--- src/rtl/core/memory_block_lifetime_table_top_defines.svh ---
// assertion macros for the live memory block table
`ifndef MEMORY_BLOCK_LIFETIME_TABLE_TOP_DEFINES_SVH
`define MEMORY_BLOCK_LIFETIME_TABLE_TOP_DEFINES_SVH

// same-cycle implication, checked on clk outside reset
`define MBLT_ASSERT_NOW(lbl, pre, post, msg) \
  lbl: assert property (@(posedge clk) disable iff (rst) (pre) |-> (post)) else $error(msg);

// next-cycle implication, checked on clk outside reset
`define MBLT_ASSERT_NEXT(lbl, pre, post, msg) \
  lbl: assert property (@(posedge clk) disable iff (rst) (pre) |=> (post)) else $error(msg);

`endif

--- src/rtl/core/mblt_pkg.sv ---
// shared types and codes of the live memory block table
`default_nettype none

package mblt_pkg;

  localparam int unsigned ID_W = 32;

  // operation codes
  localparam logic [1:0] OP_START = 2'd0;
  localparam logic [1:0] OP_END   = 2'd1;
  localparam logic [1:0] OP_QUERY = 2'd2;
  localparam logic [1:0] OP_CHECK = 2'd3;

  // result status codes
  localparam logic [2:0] ST_OK        = 3'd0;
  localparam logic [2:0] ST_OVERLAP   = 3'd1;
  localparam logic [2:0] ST_NO_BLOCK  = 3'd2;
  localparam logic [2:0] ST_FULL      = 3'd3;
  localparam logic [2:0] ST_NOT_ALIVE = 3'd4;
  localparam logic [2:0] ST_MISMATCH  = 3'd5;

  // controller to datapath
  typedef struct packed {
    logic load;
    logic scan;
    logic commit;
  } ctl_cmd_t;

  // datapath to controller
  typedef struct packed {
    logic scan_last;
    logic out_blocked;
  } dp_stat_t;

endpackage

`default_nettype wire

--- src/rtl/core/mblt_ctrl.sv ---
// sequencing state machine of the live memory block table
`default_nettype none

module mblt_ctrl
  import mblt_pkg::*;
(
  input  wire logic     clk,
  input  wire logic     rst,
  input  wire logic     in_valid,
  output logic          in_stall,
  input  wire dp_stat_t stat,
  output ctl_cmd_t      cmd
);

  typedef enum logic [1:0] {
    S_IDLE,
    S_SCAN,
    S_DRAIN,
    S_COMMIT
  } state_t;

  state_t state;

  // commands decoded from state
  always_comb begin
    cmd.load   = (state == S_IDLE) && in_valid;
    cmd.scan   = (state == S_SCAN);
    cmd.commit = (state == S_COMMIT) && !stat.out_blocked;
  end

  // state and stall register
  always_ff @(posedge clk) begin
    if (rst) begin
      state    <= S_IDLE;
      in_stall <= 1'b0;
    end else begin
      case (state)
        S_IDLE: begin
          if (in_valid) begin
            state    <= S_SCAN;
            in_stall <= 1'b1;
          end
        end
        S_SCAN: begin
          if (stat.scan_last) state <= S_DRAIN;
        end
        S_DRAIN: begin
          state <= S_COMMIT;
        end
        S_COMMIT: begin
          if (!stat.out_blocked) begin
            state    <= S_IDLE;
            in_stall <= 1'b0;
          end
        end
        default: begin
          state    <= S_IDLE;
          in_stall <= 1'b0;
        end
      endcase
    end
  end

endmodule

`default_nettype wire

--- config.mk ---
export PLATFORM = sky130hd
export DESIGN_NAME = mblt_ctrl
export DESIGN_NICKNAME = d
export VERILOG_FILES = /design/src/rtl/core/memory_block_lifetime_table_top_defines.svh /design/src/rtl/core/mblt_pkg.sv /design/src/rtl/core/mblt_ctrl.sv
export SDC_FILE = /design/constraint.sdc
export NUM_CORES = 1
export LEC_CHECK = 0
export BUFFER_PORTS_ARGS = -buffer_cell sky130_fd_sc_hd__buf_4
export CORE_AREA = 10 10 47 49
export DETAILED_ROUTE_END_ITERATION = 8
export DIE_AREA = 0 0 57 59
export GPL_ROUTABILITY_DRIVEN = 0
export SLEW_MARGIN = 20
export SYNTH_ARGS = -nofsm -noshare
export SYNTH_HDL_FRONTEND = slang
export SYNTH_SLANG_ARGS = --single-unit
--- constraint.sdc ---
create_clock -name clk -period 1.8 [get_ports clk]
set_clock_uncertainty 0.05 [all_clocks]
set_input_delay 0.09 -clock clk [delete_from_list [all_inputs] [get_ports clk]]
set_output_delay 0.09 -clock clk [all_outputs]
set_load 0.01 [all_outputs]
==> results of run 1 <==
==> kinds of logic after synthesis <==
group,count (synthesis)
and+or+nand+nor,11
adders and majority gates,6
DFF,3
buffers and inverters,2
AOI/OAI and AO/OA,7
==> synthesized netlist by cell type <==
| cell | count | area share (%) |
|---|---|---|
| nor2b_1 | 1 | 2.4 |
| nor3_1 | 1 | 1.9 |
| nand4_1 | 1 | 2.4 |
| nand2b_4 | 1 | 5.2 |
| nand2_1 | 2 | 2.8 |
| or2_2 | 1 | 2.4 |
| nor3b_1 | 1 | 2.8 |
| a31o_2 | 2 | 6.6 |
| a21oi_1 | 3 | 5.7 |
| a311oi_1 | 1 | 3.3 |
| nand2b_1 | 1 | 2.4 |
| a31oi_1 | 1 | 2.4 |
| and2_4 | 1 | 3.3 |
| ha_1 | 6 | 28 |
| inv_1 | 2 | 2.8 |
| nand3b_1 | 1 | 2.8 |
| dfxtp_1 | 3 | 23 |
==> worst max-delay path: cells and delay by family (launching register included) <==
family                   cells  cell delay (ns)
adder cells (fa/ha/maj)      1             0.26
AND/OR/NAND/NOR              1             0.16
flip-flops                   1             0.39
buffers and inverters        2             0.23
==> final cells by class <==
class	count	area share [%]
tap	16	5.25
timing repair buffer	9	18.4
clock buffer	4	6.89
sequential	3	15.7
inverter	2	1.97
multi-input combinational	24	51.8
==> stage by stage <==
step / hold WS [ns] / total power [mW]
floorplan: 0.109 / 0.363
global placement: 0.232 / 0.469
detailed placement: 0.227 / 0.472
CTS: 0.184 / 0.598
global route: 0.224 / 0.658
finish: 0.193 / 0.580
==> state kept, by name, indices dropped and copies added, names as in the netlist <==
name      count
state         2
in_stall      1
==> layer usage <==
| layer | GRT usage, % | vias up | part of all wire (%) |
|---|---|---|---|
| met5 | 0 | - | 0 |
| li1 | - | 130 | - |
| met1 | 4.49 | 105 | 52 |
| met2 | 5.12 | 7 | 40 |
| met3 | 3.22 | 0 | 7.4 |
| met4 | 2.01 | 0 | 0 |
==> cell usage in the layout (no fill, tap or decap), drive strengths merged, types with 2 or more instances in the layout <==
master,instances
a31o,2
ha,6
clkbuf,4
a21oi,3
dfxtp,3
nand2b,2
buf,8
inv,2
nand2,2
==> report_power, final <==
group | internal [mW] | leakage (nW) | switching (mW)
registers | 0.101 | 0.0249 | 0.0336
logic | 0.165 | 0.136 | 0.164
clock network | 0.0829 | 0.0150 | 0.0322
total | 0.350 | 0.176 | 0.230
==> how the worst max path moves through the flow <==
stage	startpoint	to	slack, ns	cells after the start
after floorplan	state[0]	in_stall	0.46	5
after global placement	state[0]	in_stall	0.38	5
after detailed placement	state[0]	in_stall	0.37	5
after CTS	state[0]	cmd[2]	0.36	4
after global routing	state[0]	state[0]	0.27	5
final	state[0]	cmd[2]	0.38	4
==> what timing repair did <==
action	CTS	global route
hold buffers	1	0
setup endpoints to repair	0	0
endpoints found under the hold margin	2	0
buffers inserted	0	0
==> key figures, run 1 <==
Clock tree
  • CTS Root Cell: clkbuf_4
  • CTS max path bufs: 2
  • CTS Buf Count: 3
  • Clock Sinks: 3
  • Clk_lat worst skew: 0.23 ns
  • Resized cells post-CTS: 0
  • CTS tree: done
  • Clock transition at path regs: 0.03 ns
  • H-tree depth: 1

Critical path
  • Worst EP required: 1.66 ns
  • RR Endpoint: in_stall
  • Worst r2r src: state[0]
  • Setup crit end kind: output pin
  • R2r setup slk: 0.39 ns
  • R2R cell count: 5
  • CP max stage delay: 0.39 ns
  • CP Max Fanout: 5
  • Critical path class: reg2out
  • Slowest cell on crit path: dfxtp_1
  • Data arrival time of the worst path: 1.28 ns
  • Worst-path cell chain: inv_1 > ha_1 > and2_4 > buf_4
  • Startpoint types: register

Global route
  • Vias in the first global route: 270
  • Remaining Overflow, GRT: 0
  • First-pass GRT wire length: 1060 um
  • GRT Overall Usage: 3.97%
  • Initial antenna violation count: 0
  • Largest net degree at the start of global routing: 6

Timing
  • Final setup viols: 0
  • Slew HR: 85.3%
  • Max-slew violations: 0
  • RSZ-0062 raised after global routing: no
  • Worst-margin pin slew: 0.219 ns
  • TNS Setup: 0 ns
  • Final Critical Period: 1.42 ns
  • Final hold violation count: 0
  • Setup ws final: 0.381 ns
  • FMAX: 0.705 GHz
  • Fin crit share: 78.9%

Route
  • Avg WL per Cell: 10.0 um
  • Drt total wl: 581 um
  • Router iterations before antenna repair: 4
  • Drt drc: 0
  • Antenna-violating nets left: 0
  • Total number of vias: 242
  • Routed vias/inst: 4.17
  • DRT iter0 DRCs: 3

Min path
  • Hold Path Depth: 3
  • Hold path start: stat[1]
  • Hold worst-path end: state[0]
  • HP Class: in2reg

Run
  • Max cap viols: 0

Placement
  • Dpl cells: 53
  • Post-DP Area: 345 um^2
  • IO buf count: 8
  • HPWL Detailed: 502 um
  • Dpl ws: 0.365 ns

Synthesis
  • Cells after Synth: 29
  • Syn. warnings: 0
  • FF+latch count, synth: 3
  • Post-synthesis sequential area ratio: 22.6%
  • Post-synthesis compound-gate area fraction: 17.9%
  • Largest family of logic cells by synthesized area: adder cells
  • Avg Inst Size Synth: 9.15 um^2
  • Mux share of post-synthesis cell area: 0%
  • Synth Area in Adders: 28.3%
  • Synthesized net count: 40
  • Simple-gate area share of the yosys netlist: 28.3%
  • Mapped Area: 265 um^2
  • Xor and xnor area share after synthesis: 0%
  • Unique masters post-synth: 17

Finish
  • Post-route cell area: 382 um^2
  • Number of inserted diodes: 0
  • Number of fill cells: 168
  • Layout Nets: 54
  • Area Overhead vs Synth: 43.9%
  • Post-route insts no fill: 58
  • FF/Latch Area: 60.1 um^2
  • Multi-input logic area: 198 um^2
  • Util after Layout: 27.2%
  • Share of post-route cells with drive strength above 1: 38.1%

Floorplan
  • FP Rows: 14
  • # IOs: 9
  • Area of the core: 1400 um^2
  • Initial Utilization: 18.9%
  • Die Ht: 59 um
  • Total die area: 3360 um^2
  • Die Wd: 57 um

Pwr
  • Leak: 0.176 nW
  • PwrDens: 1520 nW/um^2
  • Worst VDD drop: 0.430 mV

Outcome
  • Status: complete, no violations
(Power assumes the default switching activity.)
==> inputs of run 2 (changes only) <==
--- a/config.mk
+++ b/config.mk
@@ -5,6 +5,7 @@
 export SDC_FILE = /design/constraint.sdc
 export NUM_CORES = 1
 export LEC_CHECK = 0
+export ABC_AREA = 1
 export BUFFER_PORTS_ARGS = -buffer_cell sky130_fd_sc_hd__buf_4
 export CORE_AREA = 10 10 47 49
 export DETAILED_ROUTE_END_ITERATION = 8
==> constraint.sdc (replaced) <==
create_clock -name clk -period 1.4 [get_ports clk]
set_clock_uncertainty 0.05 [all_clocks]
set_input_delay 0.07 -clock clk [delete_from_list [all_inputs] [get_ports clk]]
set_output_delay 0.07 -clock clk [all_outputs]
set_load 0.01 [all_outputs]
==> run 2 against run 1 <==
- area after synthesis rose by 4.2%
- critical path depth rose by 1
- combinational power rose by 26%
- global-route usage fell by 0.38 points
- worst setup slack got worse by 0.23 ns
- cell count rose by 19%
- critical endpoint unchanged
- routed wire length fell by 4.0%
- worst hold slack got worse by 0.14 ns
- via count rose by 1.7%
- sequential share of layout area rose by 0.50 points
- cell area rose by 0.98%
==> key figures, run 2 <==
Timing
  • Worst-margin pin slew: 0.135 ns
  • Fin crit share: 89.5%
  • Final setup viols: 0
  • RSZ-0062 raised after global routing: no
  • Slew HR: 91.0%
  • FMAX: 0.798 GHz
  • TNS Setup: 0 ns
  • Final hold violation count: 0
  • Max-slew violations: 0
  • Setup ws final: 0.147 ns
  • Final Critical Period: 1.25 ns
  • Hold slack: 0.0519 ns

Pwr
  • Worst VDD drop: 0.688 mV
  • Cell Int Power: 421 uW
  • Clock share of power: 20.4%
  • Flop pwr share: 23.2%
  • Total power: 733 uW
  • Net Sw Power: 311 uW
  • Sw frac: 42.5%
  • Comb pwr share: 56.5%
  • Leak: 0.226 nW
  • PwrDens: 1900 nW/um^2

Route
  • Drt total wl: 558 um
  • Drt drc: 0
  • Routed vias/inst: 3.57
  • DRT iter0 DRCs: 2
  • Total number of vias: 246
  • Router iterations before antenna repair: 2
  • Antenna-violating nets left: 0
  • Avg WL per Cell: 8.09 um

Outcome
  • Status: complete, no violations

Synthesis
  • Post-synthesis sequential area ratio: 21.7%
  • Syn. warnings: 0
  • Top cell type's share of synthesized area: 27.1%
  • Cells after Synth: 41
  • Avg Inst Size Synth: 6.74 um^2
  • Most frequent cell after synthesis: nand2_1
  • Yosys top cell by area: ha_1
  • Mapped Area: 277 um^2
  • Number of flops mapped to enable cells by yosys: 0
  • Top post-synthesis cells by area: ha_1 27%, dfxtp_1 22%, nand2_1 14%
  • Post-synth ARST share: 0%
  • Unique masters post-synth: 9
  • Synth top cells by count: 10 x nand2_1, 9 x inv_1, 7 x nor2_1, 6 x ha_1, 3 x dfxtp_1
  • FF+latch count, synth: 3
  • Post-synth top flop: dfxtp_1
  • Synthesized net count: 52

Critical path
  • Setup crit end kind: output pin
  • CP Max Fanout: 4
  • Startpoint types: register
  • Data arrival time of the worst path: 1.13 ns
  • R2R cell count: 7
  • Worst EP required: 1.28 ns
  • Critical path class: reg2out

Floorplan
  • Die Wd: 57 um
  • FP Rows: 14
  • Total die area: 3360 um^2
  • Initial Utilization: 19.7%
  • Die Ht: 59 um
  • Area of the core: 1400 um^2
  • # IOs: 9

Global route
  • Largest net degree at the start of global routing: 5
  • Remaining Overflow, GRT: 0
  • Vias in the first global route: 240
  • GRT Overall Usage: 3.59%
  • Initial antenna violation count: 0
  • First-pass GRT wire length: 959 um

Placement
  • Dpl cells: 65
  • IO buf count: 8
  • Dpl ws: 0.153 ns
  • HPWL Detailed: 485 um

Clock tree
  • Clk_lat worst skew: 0.23 ns
  • H-tree depth: 1
  • Post-CTS Hold Fix Bufs: 0
  • Clock Sinks: 3
  • CTS Root Cell: clkbuf_4
  • CTS tree: done
  • CTS max path bufs: 2
  • Post-CTS Setup Inserts: 0
  • Resized cells post-CTS: 0
  • Clock transition at path regs: 0.04 ns
  • CTS Buf Count: 3

Run
  • Max cap viols: 0

Min path
  • HP Class: in2reg
  • Hold Path Depth: 4

Finish
  • Most frequent cells in the layout: 10 x nand2_1, 9 x inv_1, 8 x buf_4
  • Area Overhead vs Synth: 39.4%
  • Number of fill cells: 167
  • Flip-flop count of the largest register after layout: 2
  • Largest reg by FF count: state
  • Layout Nets: 65
  • Commonest non-fill, non-tap cell in the layout: nand2_1
  • Top Registers: state x2, in_stall x1
  • Number of inserted diodes: 0
  • Post-route insts no fill: 69
  • Share of post-route cells with drive strength above 1: 34.0%
run 2: logic make-up after synthesis:
group         after synthesis  share of synthesized area [%]
fa+ha+maj                   6                           27.1
buf+inv                    10                           14.0
simple gates               22                           37.1
flops                       3                           21.7
run 2: power by group through the flow:
stage	Clock (mW)	Combinational (mW)	Sequential [mW]
final	0.149	0.414	0.170
after global routing	0.172	0.484	0.180
after CTS	0.157	0.424	0.165
after detailed placement	0	0.421	0.167
after global placement	0	0.416	0.161
after floorplan	0	0.291	0.163
run 2: worst paths after layout:
kind | start | end | slack [ns]
max | state[0] | cmd[2] | 0.15
min | rst | state[0] | 0.05
max reg2reg | state[0] | state[1] | 0.21
min reg2reg | in_stall | in_stall | 0.46
run 2: area by class of cell:
cell class	instances	area (um^2)	area share, %
clock buffer	4	26.3	6.82
inverter	10	38.8	10.1
multi-input combinational	28	178	46.1
sequential	3	62.6	16.2
tap	16	20.0	5.19
timing repair buffer	8	60.1	15.6
run 2: worst max-delay path, stage by stage (launching register included):
cell and delay, ns:
dfxtp_2 0.34, inv_1 0.09, ha_1 0.25, nand2_1 0.07, inv_1 0.03, buf_4 0.13
run 2: through the flow:
step	utilization (%)	cell area, um^2
after floorplan	-	277
after global placement	25.4	357
after detailed placement	25.4	357
after CTS	27.3	383
after global routing	27.5	385
final	27.5	385
run 2: per-layer routing:
layer  vias up  GRT usage, %  routed length, um
met2        10          4.50                215
met5         -             0                  0
met4         0          1.01                  0
li1        139             -                  -
met3         0          4.08                 80
met1        97          3.81                262
